==> src/sv/gcc_pkg.sv <==
// gcc_pkg: types, constants and register map shared by the glyph coverage compositor
// depends on nothing
`default_nettype none

package gcc_pkg;

   localparam int MAX_BOX_DIM   = 2048;
   localparam int MAX_GLYPH_DIM = 256;

   localparam int COORD_W = 12;
   localparam int GLYPH_W = 8;
   localparam int POS_W   = COORD_W + 1;
   localparam int DIM_W   = 12;
   localparam int ADDR_W  = 22;
   localparam int RGB_W   = 24;
   localparam int CHAN_W  = 8;

   localparam int CSR_DATA_W = 32;
   localparam int CSR_ADDR_W = 5;
   localparam int REG_IDX_W  = 3;

   typedef enum logic [REG_IDX_W-1:0] {
      REG_MASK_MODE  = 3'd0,
      REG_FG_COLOR   = 3'd1,
      REG_BG_COLOR   = 3'd2,
      REG_BOX_WIDTH  = 3'd3,
      REG_BOX_HEIGHT = 3'd4
   } reg_index_type;

   typedef struct packed {
      logic               mask_mode;
      logic [RGB_W-1:0]   fg_color;
      logic [RGB_W-1:0]   bg_color;
      logic [DIM_W-1:0]   box_width;
      logic [DIM_W-1:0]   box_height;
   } cfg_type;

   typedef struct packed {
      logic signed [COORD_W-1:0] origin_x;
      logic signed [COORD_W-1:0] origin_y;
      logic [GLYPH_W-1:0]        pixel_row;
      logic [GLYPH_W-1:0]        pixel_col;
      logic                      is_mono;
      logic [CHAN_W-1:0]         bitmap_byte;
   } req_type;

   typedef struct packed {
      logic              write_enable;
      logic [ADDR_W-1:0] pixel_address;
      logic [RGB_W-1:0]  pixel_value;
   } rsp_type;

endpackage

`default_nettype wire

==> src/sv/gcc_stream_if.sv <==
// gcc_stream_if: valid/ready channel carrying one payload per transaction
// payload type is set where the channel is instantiated
`default_nettype none

interface gcc_stream_if #(
   parameter type payload_type = logic
);
   logic        valid;
   logic        ready;
   payload_type payload;

   modport source (output valid, output payload, input ready);
   modport sink   (input valid, input payload, output ready);
endinterface

`default_nettype wire

==> src/sv/glyph_coverage_compositor.sv <==
// glyph_coverage_compositor: coverage-weighted blend of glyph pixels into an rgb888 box
// each accepted transaction goes through the input register, then the result register
// throughput: one transaction per cycle unless stalled, via the input and result registers
// reset: synchronous, active high; empties both stages and restores register defaults
// depends on gcc_pkg, gcc_stream_if, gcc_csr and gcc_pixel
`default_nettype none

module glyph_coverage_compositor
   import gcc_pkg::*;
(
   input  wire logic                  clock,
   input  wire logic                  reset,
   gcc_stream_if.sink                 req_stream,
   gcc_stream_if.source               rsp_stream,
   input  wire logic                  psel,
   input  wire logic                  penable,
   input  wire logic                  pwrite,
   input  wire logic [CSR_ADDR_W-1:0] paddr,
   input  wire logic [CSR_DATA_W-1:0] pwdata,
   output logic [CSR_DATA_W-1:0]      prdata,
   output logic                       pready
);

   cfg_type cfg;
   req_type req_ff;
   logic    req_valid_ff;
   rsp_type rsp_ff;
   rsp_type rsp_in;
   logic    rsp_valid_ff;
   logic    advance;
   logic    load_req;

   gcc_csr u_csr (
      .clock   (clock),
      .reset   (reset),
      .psel    (psel),
      .penable (penable),
      .pwrite  (pwrite),
      .paddr   (paddr),
      .pwdata  (pwdata),
      .prdata  (prdata),
      .pready  (pready),
      .cfg     (cfg)
   );

   gcc_pixel u_pixel (
      .req (req_ff),
      .cfg (cfg),
      .rsp (rsp_in)
   );

   assign advance          = !rsp_valid_ff || rsp_stream.ready;
   assign req_stream.ready = !req_valid_ff || advance;
   assign load_req         = req_stream.valid && req_stream.ready;

   assign rsp_stream.valid   = rsp_valid_ff;
   assign rsp_stream.payload = rsp_ff;

   always_ff @(posedge clock) begin
      if (reset) begin
         req_valid_ff <= 1'b0;
         rsp_valid_ff <= 1'b0;
      end else begin
         if (req_stream.ready) begin
            req_valid_ff <= req_stream.valid;
         end
         if (advance) begin
            rsp_valid_ff <= req_valid_ff;
         end
      end
   end

   always_ff @(posedge clock) begin
      if (load_req) begin
         req_ff <= req_stream.payload;
      end
      if (advance && req_valid_ff) begin
         rsp_ff <= rsp_in;
      end
   end

`ifndef ASSERT_OFF
   a_drop_is_zero : assert property (@(posedge clock) disable iff (reset)
      rsp_valid_ff && !rsp_ff.write_enable |->
         (rsp_ff.pixel_address == '0) && (rsp_ff.pixel_value == '0))
      else $error("dropped pixel carries a nonzero address or value");

   a_mask_narrow : assert property (@(posedge clock) disable iff (reset)
      rsp_valid_ff && rsp_ff.write_enable && cfg.mask_mode |->
         (rsp_ff.pixel_value[RGB_W-1:CHAN_W] == '0))
      else $error("mask mode result wider than one coverage byte");

   a_load_fills_stage : assert property (@(posedge clock) disable iff (reset)
      load_req |=> req_valid_ff)
      else $error("accepted transaction lost from input stage");

   a_stall_keeps_stage : assert property (@(posedge clock) disable iff (reset)
      req_valid_ff && !advance |=> req_valid_ff && $stable(req_ff))
      else $error("input stage changed while result stalled");
`endif

endmodule

`default_nettype wire

==> src/sv/gcc_csr.sv <==
// gcc_csr: apb-style configuration registers of the compositor
// depends on gcc_pkg
`default_nettype none

module gcc_csr
   import gcc_pkg::*;
(
   input  wire logic                  clock,
   input  wire logic                  reset,
   input  wire logic                  psel,
   input  wire logic                  penable,
   input  wire logic                  pwrite,
   input  wire logic [CSR_ADDR_W-1:0] paddr,
   input  wire logic [CSR_DATA_W-1:0] pwdata,
   output logic [CSR_DATA_W-1:0]      prdata,
   output logic                       pready,
   output cfg_type                    cfg
);

   cfg_type       cfg_ff;
   cfg_type       cfg_in;
   reg_index_type reg_idx;
   logic          wr_en;

   assign pready  = 1'b1;
   assign reg_idx = reg_index_type'(paddr[CSR_ADDR_W-1:2]);
   assign wr_en   = psel && penable && pwrite && pready;
   assign cfg     = cfg_ff;

   always_comb begin
      cfg_in = cfg_ff;
      if (wr_en) begin
         unique case (reg_idx)
            REG_MASK_MODE:  cfg_in.mask_mode  = pwdata[0];
            REG_FG_COLOR:   cfg_in.fg_color   = pwdata[RGB_W-1:0];
            REG_BG_COLOR:   cfg_in.bg_color   = pwdata[RGB_W-1:0];
            REG_BOX_WIDTH:  cfg_in.box_width  = pwdata[DIM_W-1:0];
            REG_BOX_HEIGHT: cfg_in.box_height = pwdata[DIM_W-1:0];
            default:        cfg_in = cfg_ff;
         endcase
      end
   end

   always_comb begin
      unique case (reg_idx)
         REG_MASK_MODE:  prdata = CSR_DATA_W'(cfg_ff.mask_mode);
         REG_FG_COLOR:   prdata = CSR_DATA_W'(cfg_ff.fg_color);
         REG_BG_COLOR:   prdata = CSR_DATA_W'(cfg_ff.bg_color);
         REG_BOX_WIDTH:  prdata = CSR_DATA_W'(cfg_ff.box_width);
         REG_BOX_HEIGHT: prdata = CSR_DATA_W'(cfg_ff.box_height);
         default:        prdata = '0;
      endcase
   end

   always_ff @(posedge clock) begin
      if (reset) begin
         cfg_ff.mask_mode  <= 1'b0;
         cfg_ff.fg_color   <= {RGB_W{1'b1}};
         cfg_ff.bg_color   <= '0;
         cfg_ff.box_width  <= DIM_W'(1);
         cfg_ff.box_height <= DIM_W'(1);
      end else begin
         cfg_ff <= cfg_in;
      end
   end

endmodule

`default_nettype wire

==> src/sv/gcc_blend.sv <==
// gcc_blend: one 8-bit channel blended by coverage, (f*c + b*(255-c))/255 truncated
// depends on gcc_pkg
`default_nettype none

module gcc_blend
   import gcc_pkg::*;
(
   input  wire logic [CHAN_W-1:0] fg,
   input  wire logic [CHAN_W-1:0] bg,
   input  wire logic [CHAN_W-1:0] cov,
   output logic [CHAN_W-1:0]      chan
);

   logic [CHAN_W-1:0]   cov_inv;
   logic [2*CHAN_W-1:0] sum;
   logic [2*CHAN_W:0]   approx;

   // divide by 255 as (v + (v >> 8) + 1) >> 8, exact for v up to 255*255
   assign cov_inv = ~cov;
   assign sum     = (2*CHAN_W)'(fg) * (2*CHAN_W)'(cov) + (2*CHAN_W)'(bg) * (2*CHAN_W)'(cov_inv);
   assign approx  = (2*CHAN_W+1)'(sum) + (2*CHAN_W+1)'(sum >> CHAN_W) + (2*CHAN_W+1)'(1);
   assign chan    = approx[2*CHAN_W-1:CHAN_W];

endmodule

`default_nettype wire

==> src/sv/gcc_pixel.sv <==
// gcc_pixel: clip, coverage, address and colour of one glyph pixel
// depends on gcc_pkg and gcc_blend
`default_nettype none

module gcc_pixel
   import gcc_pkg::*;
(
   input  wire req_type  req,
   input  wire cfg_type  cfg,
   output rsp_type       rsp
);

   logic signed [POS_W-1:0] x_pos;
   logic signed [POS_W-1:0] y_pos;
   logic [DIM_W-1:0]        w_sat;
   logic [DIM_W-1:0]        h_sat;
   logic [CHAN_W-1:0]       cov;
   logic                    glyph_ok;
   logic                    in_box;
   logic                    keep;
   logic [2*DIM_W-1:0]      addr_full;
   logic [RGB_W-1:0]        blended;

   assign x_pos = POS_W'(req.origin_x) + POS_W'($signed({1'b0, req.pixel_col}));
   assign y_pos = POS_W'(req.origin_y) + POS_W'($signed({1'b0, req.pixel_row}));

   assign w_sat = (32'(cfg.box_width) > MAX_BOX_DIM)  ? DIM_W'(MAX_BOX_DIM) : cfg.box_width;
   assign h_sat = (32'(cfg.box_height) > MAX_BOX_DIM) ? DIM_W'(MAX_BOX_DIM) : cfg.box_height;

   assign glyph_ok = (32'(req.pixel_row) < MAX_GLYPH_DIM) &&
                     (32'(req.pixel_col) < MAX_GLYPH_DIM);

   assign in_box = !x_pos[POS_W-1] && !y_pos[POS_W-1] &&
                   (x_pos[DIM_W-1:0] < w_sat) && (y_pos[DIM_W-1:0] < h_sat);

   // mono bitmaps are msb first
   assign cov = req.is_mono
              ? {CHAN_W{req.bitmap_byte[3'(CHAN_W-1) - req.pixel_col[2:0]]}}
              : req.bitmap_byte;

   assign keep = glyph_ok && in_box && (cov != '0);

   assign addr_full = y_pos[DIM_W-1:0] * w_sat + (2*DIM_W)'(x_pos[DIM_W-1:0]);

   gcc_blend u_blend_r (
      .fg   (cfg.fg_color[3*CHAN_W-1:2*CHAN_W]),
      .bg   (cfg.bg_color[3*CHAN_W-1:2*CHAN_W]),
      .cov  (cov),
      .chan (blended[3*CHAN_W-1:2*CHAN_W])
   );

   gcc_blend u_blend_g (
      .fg   (cfg.fg_color[2*CHAN_W-1:CHAN_W]),
      .bg   (cfg.bg_color[2*CHAN_W-1:CHAN_W]),
      .cov  (cov),
      .chan (blended[2*CHAN_W-1:CHAN_W])
   );

   gcc_blend u_blend_b (
      .fg   (cfg.fg_color[CHAN_W-1:0]),
      .bg   (cfg.bg_color[CHAN_W-1:0]),
      .cov  (cov),
      .chan (blended[CHAN_W-1:0])
   );

   always_comb begin
      rsp = '0;
      if (keep) begin
         rsp.write_enable  = 1'b1;
         rsp.pixel_address = addr_full[ADDR_W-1:0];
         rsp.pixel_value   = cfg.mask_mode ? RGB_W'(cov) : blended;
      end
   end

endmodule

`default_nettype wire
==> src/flat_wrapper.sv <==
// flat-port wrapper written by rule: the top's interface ports become plain ports
module glyph_coverage_compositor_flat import gcc_pkg::*;
  (clock, reset, psel, penable, pwrite, paddr, pwdata, prdata, pready, req_stream_valid, req_stream_payload, req_stream_ready, rsp_stream_valid, rsp_stream_payload, rsp_stream_ready);
  gcc_stream_if req_stream_i ();
  gcc_stream_if rsp_stream_i ();
  input  wire logic clock;
  input  wire logic reset;
  input  wire logic psel;
  input  wire logic penable;
  input  wire logic pwrite;
  input  wire logic [CSR_ADDR_W-1:0] paddr;
  input  wire logic [CSR_DATA_W-1:0] pwdata;
  output logic [CSR_DATA_W-1:0] prdata;
  output logic pready;
  input wire logic [$bits(req_stream_i.valid)-1:0] req_stream_valid;
  input wire logic [$bits(req_stream_i.payload)-1:0] req_stream_payload;
  output wire logic [$bits(req_stream_i.ready)-1:0] req_stream_ready;
  output wire logic [$bits(rsp_stream_i.valid)-1:0] rsp_stream_valid;
  output wire logic [$bits(rsp_stream_i.payload)-1:0] rsp_stream_payload;
  input wire logic [$bits(rsp_stream_i.ready)-1:0] rsp_stream_ready;
  assign req_stream_i.valid = req_stream_valid;
  assign req_stream_i.payload = req_stream_payload;
  assign req_stream_ready = req_stream_i.ready;
  assign rsp_stream_valid = rsp_stream_i.valid;
  assign rsp_stream_payload = rsp_stream_i.payload;
  assign rsp_stream_i.ready = rsp_stream_ready;
  glyph_coverage_compositor u_core (.clock(clock), .reset(reset), .req_stream(req_stream_i), .rsp_stream(rsp_stream_i), .psel(psel), .penable(penable), .pwrite(pwrite), .paddr(paddr), .pwdata(pwdata), .prdata(prdata), .pready(pready));
endmodule
==> config.mk <==
export PLATFORM = sky130hd
export DESIGN_NAME = glyph_coverage_compositor_flat
export DESIGN_NICKNAME = d
export VERILOG_FILES = /design/src/sv/gcc_pkg.sv /design/src/sv/gcc_stream_if.sv /design/src/sv/glyph_coverage_compositor.sv /design/src/sv/gcc_csr.sv /design/src/sv/gcc_blend.sv /design/src/sv/gcc_pixel.sv /design/src/flat_wrapper.sv
export SDC_FILE = /design/constraint.sdc
export NUM_CORES = 1
export LEC_CHECK = 0
export BUFFER_PORTS_ARGS = -buffer_cell sky130_fd_sc_hd__buf_2
export CORE_MARGIN = 1.5
export CORE_UTILIZATION = 32
export CTS_BUF_LIST = sky130_fd_sc_hd__clkbuf_2
export CTS_CLUSTER_DIAMETER = 150
export DETAILED_ROUTE_END_ITERATION = 8
export RECOVER_POWER = 25
export SYNTH_ARGS = -nofsm -noshare
export SYNTH_HDL_FRONTEND = slang
export SYNTH_SLANG_ARGS = --single-unit
==> constraint.sdc <==
create_clock -name clock -period 7.5 [get_ports clock]
set_clock_uncertainty 0.1 [all_clocks]
set_input_delay 1.5 -clock clock [delete_from_list [all_inputs] [get_ports clock]]
set_output_delay 1.5 -clock clock [all_outputs]
set_load 0.05 [all_outputs]
==> reports/results.txt, run 1 <==
YS warnings = 0
FMAX = 0.164 GHz
Critical path origin = u_core.req_ff[0]
Post-synth EDFFs = 2
Rows = 47
CP endpoint kind = flop
Resized Gates After CTS = 0
Vias/cell = 4.77
DR vias = 4251
Drt wl/cell = 14.0 microns
Hold-fix buffers, CTS = 0
Largest net degree at the start of global routing = 76
Pleak = 0.00261 uW
Clock Tree Buf Depth = 2
Nets = 791
Setup Fix Bufs, Post-CTS = 0
PnR worst setup slack = 1.41 ns
Die area = 18000 sq um
Dpl ws = 1.40 ns
FF-to-FF path depth = 19
Aggregate global routing overflow = 0
CTS buffer count = 9
Non-filler instance count after layout = 891
Total GRT Usage = 14.3%
Tcrit/Tclk final = 81.2%
Worst setup path endpoint = u_core.rsp_stream.payload
Library cells used by synthesis = 50
First-pass GRT wire length = 20600 microns
Clock Latency Late Sink = 0.55 ns
Detailed-placement wirelength estimate = 9290 microns
Root buffer cell = clkbuf_2
Clock slew at reported path FFs = 0.20 ns
Setup Crit Path Kind = reg2reg
Vias in the first global route = 4131
Final Hold Vio Count = 0
Fraction of registers with async set/reset = 0%
Crit Path Max Fanout = 16
DR iter-0 viols = 277
HP Class = reg2reg
Die width = 134 microns
Number of max-cap violations = 1
Slew headroom = -124%
Synthesized cell area = 5500 sq um
RSZ-0062 raised after global routing = no
Max H-tree Level = 3
Final number of setup-violating endpoints = 0
Arrival time worst endpoint = 6.28 ns
Layout cell share with drive strength beyond 1 = 13.7%
Fin Hold WS = 0.367 ns
Initial antenna violation count = 1
PD cells = 140 nW/um^2
Sequential share of the synthesized area = 28.4%
Placed insts = 874
WL final = 12500 microns
VDD IR max = 155 uV
Predominant post-synthesis flop cell = dfxtp_1
DR pass1 iterations = 4
CTS tree = yes
Total negative slack = 0 ns
Syn Inst Count = 618
Status = finished, violations left
Avg Inst Size Synth = 8.89 sq um
Slew at the pin with the worst max-slew slack = 3.36 ns
Worst R2R Setup Slack = 1.41 ns
Die boundary height = 134 microns
Fin. max-slew vios = 76
CP required = 7.69 ns
Initial Util = 32.9%
Core Area = 16700 sq um
Final Wtd Congestion = 0.778
DR DRC count = 0
Area growth, synth to finish = 10.6%
Clock sink total = 77
Ports = 81
Critical Path Source Type = flop
Synthesized flop and latch total = 77
Antenna-violating nets left = 0
RR Endpoint = u_core.rsp_stream.payload
Port bufs = 61
Fin crit period = 6.09 ns
Worst r2r src = u_core.req_ff[0]
Failing checks = capacitance limit, slew limit
==> state kept, by name, indices dropped and copies added (netlist names) <==
register	count
u_core.rsp_stream.payload	1
u_core.req_ff	1
u_core.rsp_stream.valid	1
u_core.u_csr.cfg	73
u_core.req_valid_ff	1
==> routing by layer <==
metal | track usage (%) | part of all wire (%)
met2 | 24.3 | 48
met1 | 18.9 | 46
met3 | 1.89 | 3.8
met5 | 0 | 0
met4 | 4.60 | 1.5
==> power breakdown <==
part,total [uW],switching (uW),internal [uW]
clock,288,143,145
sequential,421,4.57,417
combinational,143,96.7,46.8
total,853,245,608
==> cell usage in the layout (no fill, tap or decap), types with 3 or more instances in the layout <==
cell | netlist | final
bufinv_16 | 0 | 3
o21a_1 | 3 | 3
o211ai_1 | 5 | 5
nor2b_1 | 29 | 29
xor2_1 | 5 | 5
fa_1 | 36 | 36
nor2_1 | 25 | 25
inv_1 | 68 | 68
and2_1 | 8 | 7
buf_4 | 15 | 3
o21ai_0 | 11 | 11
mux2i_1 | 13 | 13
a211o_1 | 26 | 26
conb_1 | 2 | 10
buf_2 | 4 | 61
dfxtp_1 | 75 | 75
nor4_1 | 8 | 8
a22o_1 | 16 | 16
a21oi_1 | 50 | 50
clkbuf_2 | 0 | 11
nand3_1 | 9 | 9
xnor2_1 | 8 | 8
nand4_1 | 3 | 3
ha_1 | 45 | 45
a21o_1 | 5 | 5
nand2_1 | 88 | 88
a221o_1 | 11 | 11
==> worst max-delay path: stages, from the launching register on <==
cell	delay, ns
edfxtp_1	0.67
and2_1	0.28
fa_1	0.46
fa_1	0.48
fa_1	0.49
inv_1	0.05
fa_1	0.52
inv_1	0.04
ha_1	0.39
o211ai_2	0.15
o21ai_2	0.26
a2111oi_1	0.14
or4b_1	0.51
nand3_1	0.12
ha_1	0.16
nand2_1	0.05
o21ai_0	0.26
nor3b_1	0.12
a2111oi_1	0.49
a211oi_2	0.11
==> how the worst min path moves through the flow <==
stage,to,slack [ns],from,depth (start not counted)
global placement,u_core.u_csr.cfg[45],0.34,u_core.u_csr.cfg[45],2
CTS,u_core.u_csr.cfg[45],0.37,u_core.u_csr.cfg[45],2
detailed placement,u_core.u_csr.cfg[45],0.35,u_core.u_csr.cfg[45],2
floorplan,u_core.u_csr.cfg[32],0.34,u_core.u_csr.cfg[32],2
global route,u_core.u_csr.cfg[46],0.39,u_core.u_csr.cfg[46],2
finish,u_core.u_csr.cfg[38],0.37,u_core.u_csr.cfg[38],2
==> cell type report <==
class                      instances  area [sq um]
fill                            1769         10600
multi-input combinational        442          3490
sequential                        77          1560
timing repair buffer              65           332
tap                              220           275
inverter                          70           263
clock inverter                     5          98.8
clock buffer                      11          55.1
antenna                            1          2.50
==> kinds of logic after synthesis <==
family	Yosys count	synth area share, %
mux	14	2.78
fa+ha+maj	81	23.4
xor+xnor	13	2.07
compound gates	138	18.0
buf+inv	107	8.70
simple gates	186	16.6
flops	77	28.4
other cells	2	0.137
==> synthesized netlist by cell type, types with 3 or more instances <==
library cell  number  share of area (%)
a211o_1           26                4.1
a21o_1             5               0.68
a21oi_1           50                4.6
a221o_1           11                2.0
a22o_1            16                2.6
and2_1             8               0.91
buf_2              4               0.36
buf_4             15                2.0
clkbuf_1          15                1.0
dfxtp_1           75                 27
fa_1              36                 13
ha_1              45                 10
inv_1             68                4.6
mux2i_1           13                2.4
nand2_1           88                6.0
nand3_1            9               0.82
nand4_1            3               0.34
nor2_1            25                1.7
nor2b_1           29                3.3
nor4_1             8               0.91
o211ai_1           5               0.68
o21a_1             3               0.41
o21ai_0           11                1.0
xnor2_1            8                1.3
xor2_1             5               0.80
==> through the flow <==
stage | area (sq um) | util [%] | power [uW]
2_1_floorplan | 5530 | - | 538
3_3_place_gp | 5930 | 35.5 | 573
3_5_place_dp | 5930 | 35.5 | 574
4_1_cts | 6080 | 36.4 | 862
5_1_grt | 6080 | 36.4 | 895
6_report | 6080 | 36.4 | 853
(Power assumes the default switching activity.)
==> run 2: changes to the inputs <==
--- a/config.mk
+++ b/config.mk
@@ -5,6 +5,7 @@
 export SDC_FILE = /design/constraint.sdc
 export NUM_CORES = 1
 export LEC_CHECK = 0
+export ABC_AREA = 1
 export BUFFER_PORTS_ARGS = -buffer_cell sky130_fd_sc_hd__buf_2
 export CORE_MARGIN = 1.5
 export CORE_UTILIZATION = 32
==> constraint.sdc (replaced) <==
create_clock -name clock -period 6.35 [get_ports clock]
set_clock_uncertainty 0.1 [all_clocks]
set_input_delay 1.27 -clock clock [delete_from_list [all_inputs] [get_ports clock]]
set_output_delay 1.27 -clock clock [all_outputs]
set_load 0.05 [all_outputs]
==> run 2 against run 1 <==
The flow still finishes with violations (capacitance limit, slew limit). First-iteration DRC count shrank 16%. Global-route usage increased by 0.88 points. Core utilization rose by 0.25 points. Register-to-register slack worse by 0.82 ns. Hold slack better by 0.014 ns. Largest cell class unchanged. Sequential share of layout area rose by 0.94 points. Area after synthesis down 3.9%. Clock-buffer cell count is 2 lower.
==> reports/results.txt, run 2 <==
Status = finished, violations left
Failing checks = capacitance limit, slew limit
CP endpoint kind = flop
Most frequent cells in the layout = nand2_1 (111), inv_1 (102), dfxtp_1 (75)
Drt wl/cell = 13.5 microns
Gr busiest metal = met2
Post-synth top cells = nand2_1 (111), inv_1 (102), dfxtp_1 (75), nor2_1 (72), ha_1 (45)
Area growth, synth to finish = 11.0%
Clock sink total = 77
Clock Tree Buf Depth = 2
Post-synth EDFFs = 2
Final number of setup-violating endpoints = 0
Cell area after layout = 5860 sq um
Aggregate global routing overflow = 0
Number of max-cap violations = 1
Critical path origin = u_core.u_csr.cfg[30]
Placed Area = 5750 sq um
Port bufs = 61
WL final = 12800 microns
RSZ-0062 raised after global routing = no
Hold-fix buffers, CTS = 0
Layout cell share with drive strength beyond 1 = 13.1%
Fin. max-slew vios = 74
Vias/cell = 4.57
Routing usage on met1 = 19.3%
GRT met2 Usage = 26.4%
YS warnings = 0
HP Class = reg2reg
Total negative slack = 0 ns
Max reg flops = 73
VDD IR max = 94.6 uV
Core Area = 16000 sq um
Pleak = 0.00295 uW
Dpl ws = 0.575 ns
DR pass1 iterations = 4
Fillers = 1805
Synthesized flop and latch total = 77
Final Hold Vio Count = 0
Worst r2r src = u_core.u_csr.cfg[30]
CTS tree = yes
Fin crit period = 5.75 ns
Critical Path Source Type = flop
Setup Crit Path Kind = reg2reg
Hold path start = u_core.u_csr.cfg[60]
Die area = 17300 sq um
Initial antenna violation count = 0
Tcrit/Tclk final = 90.6%
Setup Fix Bufs, Post-CTS = 0
PD cells = 166 nW/um^2
Rows = 46
Slew at the pin with the worst max-slew slack = 2.84 ns
Largest stage delay, worst path = 0.54 ns
Predominant post-synthesis flop cell = dfxtp_1
Nets = 854
Synthesized cell area = 5280 sq um
Final Wtd Congestion = 0.788
Fraction of registers with async set/reset = 0%
CP required = 6.55 ns
Slew headroom = -89.3%
Commonest non-fill, non-tap cell in the layout = nand2_1
Arrival time worst endpoint = 5.96 ns
Most common cell in the synthesized netlist = nand2_1
Syn Inst Count = 675
Avg Inst Size Synth = 7.82 sq um
Top-area cell type share of the netlist area = 28.4%
Total GRT Usage = 15.2%
RR Endpoint = u_core.rsp_stream.payload
Crit Path Max Fanout = 6
Initial Util = 33.0%
Antenna-violating nets left = 0
Crit-path cells = inv_1 -> nor2_1 -> fa_1 -> inv_1 -> fa_1 -> fa_1 -> fa_1 -> inv_1 -> ha_1 -> a21oi_1 -> nand2_1 -> a21oi_1 -> o21ai_1 -> a21oi_1 -> nor2_1 -> nor2_1 -> xor2_1 -> ha_1 -> nand2_1 -> nor2_1 -> a211oi_1 -> a21oi_1 -> nor2_1 -> nor2_1
Worst R2R Setup Slack = 0.60 ns
First-pass GRT wire length = 21200 microns
DR iter-0 viols = 232
Vias in the first global route = 4309
Ports = 81
Slowest CP cell = fa_1
Root buffer cell = clkbuf_2
FF-to-FF path depth = 24
Clock slew at reported path FFs = 0.21 ns
Detailed-placement wirelength estimate = 9550 microns
Largest net degree at the start of global routing = 74
DR vias = 4337
Sequential share of the synthesized area = 29.6%
DR DRC count = 0
Max H-tree Level = 3
Worst setup path endpoint = u_core.rsp_stream.payload
Clock Latency Late Sink = 0.54 ns
Synth area leaders = dfxtp_1 (28%), fa_1 (14%), ha_1 (11%)
PnR worst setup slack = 0.596 ns
Die width = 131 microns
GR Util met3 = 2.12%
Most used cell, CP = nor2_1
Leading area contributor after synthesis = dfxtp_1
FMAX = 0.174 GHz
Die boundary height = 131 microns
Final core utilization = 36.6%
CTS buffer count = 9
Resized Gates After CTS = 0
Library cells used by synthesis = 36
## run 2: cell count changes in the layout (fill, tap and decap cells not counted), moves of 8 or more
cell | previous run | this run
o21ai_0 | 11 | 44
inv_1 | 68 | 102
nor2_1 | 25 | 72
nand3_1 | 9 | 36
a21oi_1 | 50 | 40
mux2i_1 | 13 | 0
o21ai_1 | 0 | 8
a211o_1 | 26 | 0
nor2b_1 | 29 | 0
nand2_1 | 88 | 111
## run 2: cell type report
cell class                 instances  area, sq um  area share, %
multi-input combinational        463         3160           53.9
clock inverter                     7         66.3           1.13
antenna                            1         2.50         0.0427
clock buffer                       9         45.0          0.768
timing repair buffer              66          338           5.76
tap                              216          270           4.61
inverter                         111          417           7.11
sequential                        77         1560           26.6
## run 2: how the worst min path moves through the flow
stage	slack, ns	cells past startpoint	to
CTS	0.38	2	u_core.u_csr.cfg[60]
global route	0.40	2	u_core.u_csr.cfg[60]
finish	0.38	2	u_core.u_csr.cfg[60]
floorplan	0.33	2	u_core.u_csr.cfg[56]
global placement	0.34	2	u_core.u_csr.cfg[66]
detailed placement	0.34	2	u_core.u_csr.cfg[60]
## run 2: metrics by stage
| stage | power [uW] | std cells | hold WS (ns) |
|---|---|---|---|
| floorplan | 664 | 683 | 0.329 |
| global route | 1030 | 949 | 0.397 |
| CTS | 986 | 949 | 0.384 |
| detailed placement | 719 | 933 | 0.344 |
| finish | 974 | 950 | 0.381 |
| global placement | 717 | 933 | 0.339 |
## run 2: critical path, delay by kind of cell (launching register included)
kind	cells	cell delay, ns
AO/OA/AOI/OAI	6	1.06
XOR/XNOR	1	0.18
adder cells (fa/ha/maj)	6	2.65
buffers and inverters	3	0.34
flip-flops	1	0.41
AND/OR/NAND/NOR	8	0.80
## run 2: logic make-up (layout without fill, tap and decap cells)
kind of cell	Yosys count	after routing	synth area share [%]
and+or+nand+nor	237	237	19.2
other	2	11	0.142
adders and majority gates	81	81	24.3
DFF	77	77	29.6
AOI/OAI and AO/OA	122	122	13.6
xor gates and xnor gates	13	13	2.16
buffers and inverters	143	193	11.1
## run 2: power by group
| group | switching, uW | internal (uW) | total (uW) |
|---|---|---|---|
| logic | 143 | 65.8 | 209 |
| registers | 5.77 | 494 | 500 |
| clock network | 176 | 88.6 | 265 |
| total | 325 | 649 | 974 |
## run 2: metal layers
metal / routed length, microns / vias to the layer above
met3: 376 / 22
li1: - / 2262
met4: 224 / 0
met2: 6330 / 82
met5: 0 / -
met1: 5900 / 1971
==> run 3: changes to the inputs <==
--- a/config.mk
+++ b/config.mk
@@ -5,7 +5,6 @@
 export SDC_FILE = /design/constraint.sdc
 export NUM_CORES = 1
 export LEC_CHECK = 0
-export ABC_AREA = 1
 export BUFFER_PORTS_ARGS = -buffer_cell sky130_fd_sc_hd__buf_2
 export CORE_MARGIN = 1.5
 export CORE_UTILIZATION = 32
==> run 3 against run 2 <==
The flow still finishes with violations (capacitance limit, slew limit). Cell count shrank 5.8%. Global-route usage decreased by 0.80 points. Hold slack worse by 0.013 ns. Register-to-register slack worse by 0.09 ns. Clock power about the same. Sequential power is essentially flat. Combinational power down 18%. Cell area grew 3.5%. First-iteration DRC count grew 4.3%. Largest cell class unchanged.
==> reports/results.txt, run 3 (synthesis results as in run 1) <==
Status = finished, violations left
Failing checks = capacitance limit, slew limit
Hold depth = 2
HP Class = reg2reg
Die width = 134 microns
DR DRC count = 0
Final Wtd Congestion = 0.780
Fin Hold WS = 0.368 ns
Fin crit period = 5.85 ns
Initial Util = 32.9%
Slew at the pin with the worst max-slew slack = 3.43 ns
Drt wl/cell = 14.1 microns
Total GRT Usage = 14.4%
Core Area = 16700 sq um
Metal-1 WL = 5980 microns
Clock Latency Late Sink = 0.53 ns
DR vias = 4262
Die boundary height = 134 microns
Total power = 937 uW
Root buffer cell = clkbuf_2
Critical Path Source Type = flop
Final Hold Vio Count = 0
Clock sink total = 77
RSZ-0062 raised after global routing = no
DR iter-0 viols = 242
WL final = 12600 microns
Detailed-placement wirelength estimate = 9250 microns
Number of max-cap violations = 1
Total negative slack = 0 ns
Slew headroom = -129%
Commonest non-fill, non-tap cell in the layout = nand2_1
Vias in the first global route = 4100
DR pass1 iterations = 4
Pleak = 0.00260 uW
Arrival time worst endpoint = 6.05 ns
FF-to-FF path depth = 18
Area growth, synth to finish = 10.4%
Placed insts = 877
CP endpoint kind = flop
Resized Gates After CTS = 0
Top routing layer in use = met4
Fin. max-slew vios = 76
Crit Path Max Fanout = 5
Layout cell share with drive strength beyond 1 = 14.4%
Worst r2r src = u_core.u_csr.cfg[29]
Final number of setup-violating endpoints = 0
Final core utilization = 36.3%
Rows = 47
Antenna-violating nets left = 0
Clock Tree Buf Depth = 2
WHS Endpoint = u_core.u_csr.cfg[32]
Most frequent cells in the layout = nand2_1 (88), dfxtp_1 (75), inv_1 (68)
Max reg flops = 73
Die area = 18000 sq um
Met3 wire length = 358 microns
RR Endpoint = u_core.rsp_stream.payload
FMAX = 0.171 GHz
First-pass GRT wire length = 20700 microns
Non-filler instance count after layout = 895
Hold path start = u_core.u_csr.cfg[32]
Worst R2R Setup Slack = 0.50 ns
Aggregate global routing overflow = 0
PD cells = 154 nW/um^2
VDD IR max = 107 uV
Port bufs = 61
Setup Crit Path Kind = reg2reg
Clock slew at reported path FFs = 0.22 ns
Max H-tree Level = 3
Tcrit/Tclk final = 92.1%
Ports = 81
Vias/cell = 4.76
CP required = 6.56 ns
DR WL met2 = 6090 microns
Nets = 795
CTS buffer count = 9
CTS tree = yes
Largest net degree at the start of global routing = 76
Initial antenna violation count = 1
-- run 3: cell types whose count changed in the layout (fill, tap and decap cells not counted), sizes merged, moves of 6 or more --
| cell | delta |
|---|---|
| and2 | +7 |
| a21oi | +10 |
| nor2b | +29 |
| o21ai | -40 |
| a221o | +6 |
| a211o | +26 |
| nor2 | -49 |
| mux2i | +13 |
| inv | -40 |
| nand2 | -24 |
| o2111ai | -6 |
| nand3 | -27 |
-- run 3: power breakdown --
part	internal [uW]	total, uW	switching [uW]
Clock	91.4	268	177
Sequential	492	497	4.55
Combinational	56.2	171	115
Total	640	937	297
-- run 3: worst max path at each step --
stage | end | from | cells after the start
finish | u_core.rsp_stream.payload | u_core.u_csr.cfg[29] | 18
global route | u_core.rsp_stream.payload | u_core.u_csr.cfg[29] | 18
CTS | u_core.rsp_stream.payload | u_core.req_ff[0] | 19
detailed placement | u_core.rsp_stream.payload | u_core.req_ff[0] | 19
global placement | u_core.rsp_stream.payload | u_core.req_ff[0] | 19
floorplan | u_core.rsp_stream.payload | u_core.req_ff[0] | 20
-- run 3: worst max-delay path, stage by stage (launching register included) --
cell	delay (ns)
dfxtp_1	0.53
inv_1	0.18
fa_1	0.61
fa_1	0.44
fa_1	0.49
fa_1	0.54
inv_1	0.04
ha_1	0.35
a21oi_1	0.22
nor2b_1	0.09
a2111oi_1	0.45
or4b_1	0.18
nand3_1	0.09
ha_1	0.31
nand2_1	0.05
o21ai_0	0.24
nor3b_1	0.11
a2111oi_1	0.48
a211oi_2	0.11
-- run 3: what timing repair did --
item | CTS | global route
setup buffers | 0 | 1
setup endpoints to repair | 0 | 1
hold buffers | 0 | 0
-- run 3: cell type report --
class                   count  area, sq um
multi-input cells         442         3490
diodes                      1         2.50
repair buffers             69          362
clock inverters             6         63.8
fillers                  1758        10600
well taps                 220          275
clock buffers              10         50.0
inverters                  70          263
flip-flops and latches     77         1560
-- run 3: through the flow --
stage	instance area, sq um	setup WS, ns
after floorplan	5530	0.796
after global placement	5950	0.366
after detailed placement	5950	0.321
after CTS	6060	0.293
after global routing	6070	0.0502
final	6070	0.502
-- run 3: routing by layer --
layer,global-route usage (%),vias to the layer above
met5,0,-
met4,5.20,0
met3,1.81,12
met2,23.9,80
met1,19.4,1990
li1,-,2180
